**config.mk**
```make
export PLATFORM = sky130hd
export DESIGN_NAME = swm_ram
export DESIGN_NICKNAME = d
export VERILOG_FILES = /design/src/design/swm_ram.sv
export SDC_FILE = /design/constraint.sdc
export NUM_CORES = 2
export LEC_CHECK = 0
export BUFFER_PORTS_ARGS = -buffer_cell sky130_fd_sc_hd__buf_2
export CAP_MARGIN = 30
export CORE_MARGIN = 2
export CORE_UTILIZATION = 40
export CTS_BUF_LIST = sky130_fd_sc_hd__clkbuf_4 sky130_fd_sc_hd__clkbuf_8
export DETAILED_ROUTE_END_ITERATION = 10
export PLACE_DENSITY = 0.59
export SETUP_SLACK_MARGIN = 0.2
export SLEW_MARGIN = 20
export SYNTH_ARGS = -nofsm -noshare
export SYNTH_HDL_FRONTEND = slang
export SYNTH_SLANG_ARGS = --single-unit
```
**constraint.sdc**
```tcl
create_clock -name clk -period 4.85 [get_ports clk]
set_clock_uncertainty 0.1 [all_clocks]
set_input_delay 0.2425 -clock clk [delete_from_list [all_inputs] [get_ports clk]]
set_output_delay 0.2425 -clock clk [all_outputs]
set_load 0.01 [all_outputs]
```
**src/design/swm_ram.sv**
```systemverilog
// Simple dual-port synchronous memory, one write and one registered read per cycle.
module swm_ram #(
  parameter int DEPTH = 256,
  parameter int WIDTH = 16,
  parameter int AW    = 8
) (
  input  logic             clk,
  input  logic             we,
  input  logic [AW-1:0]    waddr,
  input  logic [WIDTH-1:0] wdata,
  input  logic [AW-1:0]    raddr,
  output logic [WIDTH-1:0] rdata
);

  logic [WIDTH-1:0] mem [DEPTH];

  always_ff @(posedge clk) begin
    if (we) begin
      mem[waddr] <= wdata;
    end
  end

  always_ff @(posedge clk) begin
    rdata <= mem[raddr];
  end

endmodule

```
==> results.cfg <==
[global_routing]
overflow = 0
grt_max_degree = 172
grt_pass1_vias = 81234
grt_use_total_pct = 21.7
grt_pass1_wl_microns = 621000
antenna_found_initial = 31

[clock_network]
cts.path.max_buffers = 4
htree_levels = 6
numCtsBuffers = 643
numClockSinks = 4112
cts_root_buffer = clkbuf_8
path_clk_slew_ns = 0.06
clock_latency_ns = 1.20
ctsResizeCount = 0
cts_tree = built

[cells_and_area]
syn_to_final_growth_pct = 14.5
layout_common_cells = edfxtp_1, mux4_2, clkbuf_8, mux2i_1, buf_4
finalNetCount = 8265
post-route-util_pct = 46.0
layout_commonest_cell = edfxtp_1
drive_gt1_share_pct = 30.0

[timing]
rsz0062_at_grt = false
slew_viol_final = 0
setup_viol = 0
max_freq_mhz = 272
min_period_ns = 3.68
finalSetupTns_ns = 0
period_share_pct = 75.8
relSlewSlack_pct = 19.4
hold_viol_final = 0
worst_slew_pin_slew_ns = 1.21

[worst_setup_path]
r2r_end = rdata[11]$_DFF_P_
startpoint_type = input port
crit_path_end = rdata[11]$_DFF_P_
path_common_cell = buf_4
crit_path_end_kind = flip-flop
crit_slowest_cell = a221oi_1
worstReg2RegStart = mem[131][11]$_DFFE_PP_
cp_num_buf_inv = 7
crit_fanout = 22
worst_ep_required_time_ns = 5.81
r2r_setup_slack_ns = 1.22
startpoint = raddr[2]
path_cells = dlygate4sd3_1, clkbuf_8, inv_2, nor3_2, buf_4, buf_4, a221oi_1, o31ai_1, buf_4, o32ai_1, buf_4, nor4_1
crit_arrival_ns = 4.64
cpPeakStageDelay_ns = 0.90
cp_top_family = buffers and inverters
crit_cells = 12
r2r_cells = 8
path_class = in -> reg

[floorplan]
fp.dieH_microns = 634
start_util_pct = 40.1
dieWidth_microns = 634
num_rows = 231
coreArea_sq_um = 395000
die_area_sq_um = 402000
pin_count = 50

[synth]
synthArstFlopShare_pct = 0
syn_area_per_cell_sq_um = 21.6
synth-seq-cells = 4112
synth_ff_type = edfxtp_1
yosysSeqAreaShare_pct = 77.7
synth_warnings = 0
syn_area_sq_um = 159000
netlist.area_leader.share_pct = 77.5
syn_inst = 7360
syn_nets = 7394
synth.largest_area_cell = edfxtp_1
ys_top_cells_by_area = edfxtp_1, mux4_2, mux2i_1
synth_edf_count = 4096
synth_cell_type_count = 52

[place]
portBuffers = 49
hpwl_microns = 267000
gp_congestion = 0.875

[drt]
drtIter0Drc = 10273
wl_microns = 442000
post_drt_wl_per_cell_microns = 31.6
ant_nets = 0
dr_total_vias = 81457
viasPerCell = 5.82
route.detailed.drc = 0
dr.pass1.iters = 6

[flow_run]
cap_violations = 0

[run_status]
outcome = complete, no violations

[worst_hold_path]
min-delay-start = wdata[12]
hold_path.class = in -> reg
hold_depth = 2

[power]
peakVddDrop_mv = 0.297
leakage_nw = 57.9
power_density_nw_per_um2 = 393
report_power, final:
part / internal, mW / total [mW] / switching [mW] / leakage, nW
sequential: 39.2 / 39.3 / 0.0864 / 36.9
combinational: 1.32 / 3.82 / 2.50 / 14.4
clock: 14.7 / 28.4 / 13.7 / 6.51
flip-flops by register name, indices dropped and copies added (netlist names):
signal / count
rdata: 16
mem: 4096
layout make-up:
class	instances	area (sq um)
inverter	4	27.5
clock buffer	854	10500
timing repair buffer	678	6230
antenna	19	47.5
sequential	4112	123000
clock inverter	290	1870
multi-input combinational	2792	33200
tap	5242	6560
fill	32950	214000
cell families after synthesis:
kind of cell / after synthesis / share of synthesized area [%]
mux: 1450 / 15.5
buf+inv: 456 / 1.69
simple gates: 556 / 1.57
flops: 4112 / 77.7
compound gates: 786 / 3.54
worst min path at each step:
stage / to / slack, ns
2_1_floorplan: mem[0][0]$_DFFE_PP_ / 0.24
3_3_place_gp: mem[247][1]$_DFFE_PP_ / 0.54
3_5_place_dp: mem[247][1]$_DFFE_PP_ / 0.54
4_1_cts: mem[112][14]$_DFFE_PP_ / 0.002
5_1_grt: mem[229][12]$_DFFE_PP_ / 0.009
6_report: mem[229][12]$_DFFE_PP_ / 0.04
per-stage QoR:
step                instance area, sq um  setup WS (ns)  total power, mW  std cells  hold slack [ns]
floorplan                         159000           2.34             41.9       7360            0.241
global placement                  168000          0.328             43.7      12746            0.540
detailed placement                169000          0.328             43.8      12763            0.544
CTS                               182000           1.24             72.1      13968          0.00191
global route                      182000           1.24             73.7      13979          0.00928
finish                            182000           1.17             71.5      13991           0.0406
routing by layer:
metal	part of all wire, %	wire (microns)	vias up	global-route usage, %
met4	3.4	14900	16	7.08
li1	-	-	33173	-
met1	39	174000	43516	29.3
met3	8.5	37400	731	4.12
met2	49	215000	4021	35.5
met5	0.023	100	-	0
synth_stat cells (2+ instances only):
cell type and number:
o22ai_1 148, or3_1 2, buf_12 5, a22oi_1 43
and4_1 2, a2111oi_0 6, o21ai_0 37, or2_2 4
a211oi_1 18, o221ai_1 252, mux2i_1 565, buf_4 26
nand3_1 35, a21o_1 2, nor2b_1 9, buf_8 11
nor2_1 304, nand2_1 38, mux2_2 88, a31oi_1 6
o32ai_1 20, nand2b_1 3, nand4b_1 3, and3_1 11
buf_2 76, o31ai_1 16, nor4bb_1 2, a21oi_1 175
clkbuf_1 230, nor4_1 17, nand4_1 26, edfxtp_1 4096
nor3_1 92, inv_1 3, a22o_1 32, mux4_2 797
a221oi_1 28, dfxtp_1 16, buf_1 27, buf_6 77
repair_timing:
item	CTS	global route
buffers inserted	0	0
hold buffers	61	0
hold endpoints to repair	5907	0
(Power assumes the default switching activity.)
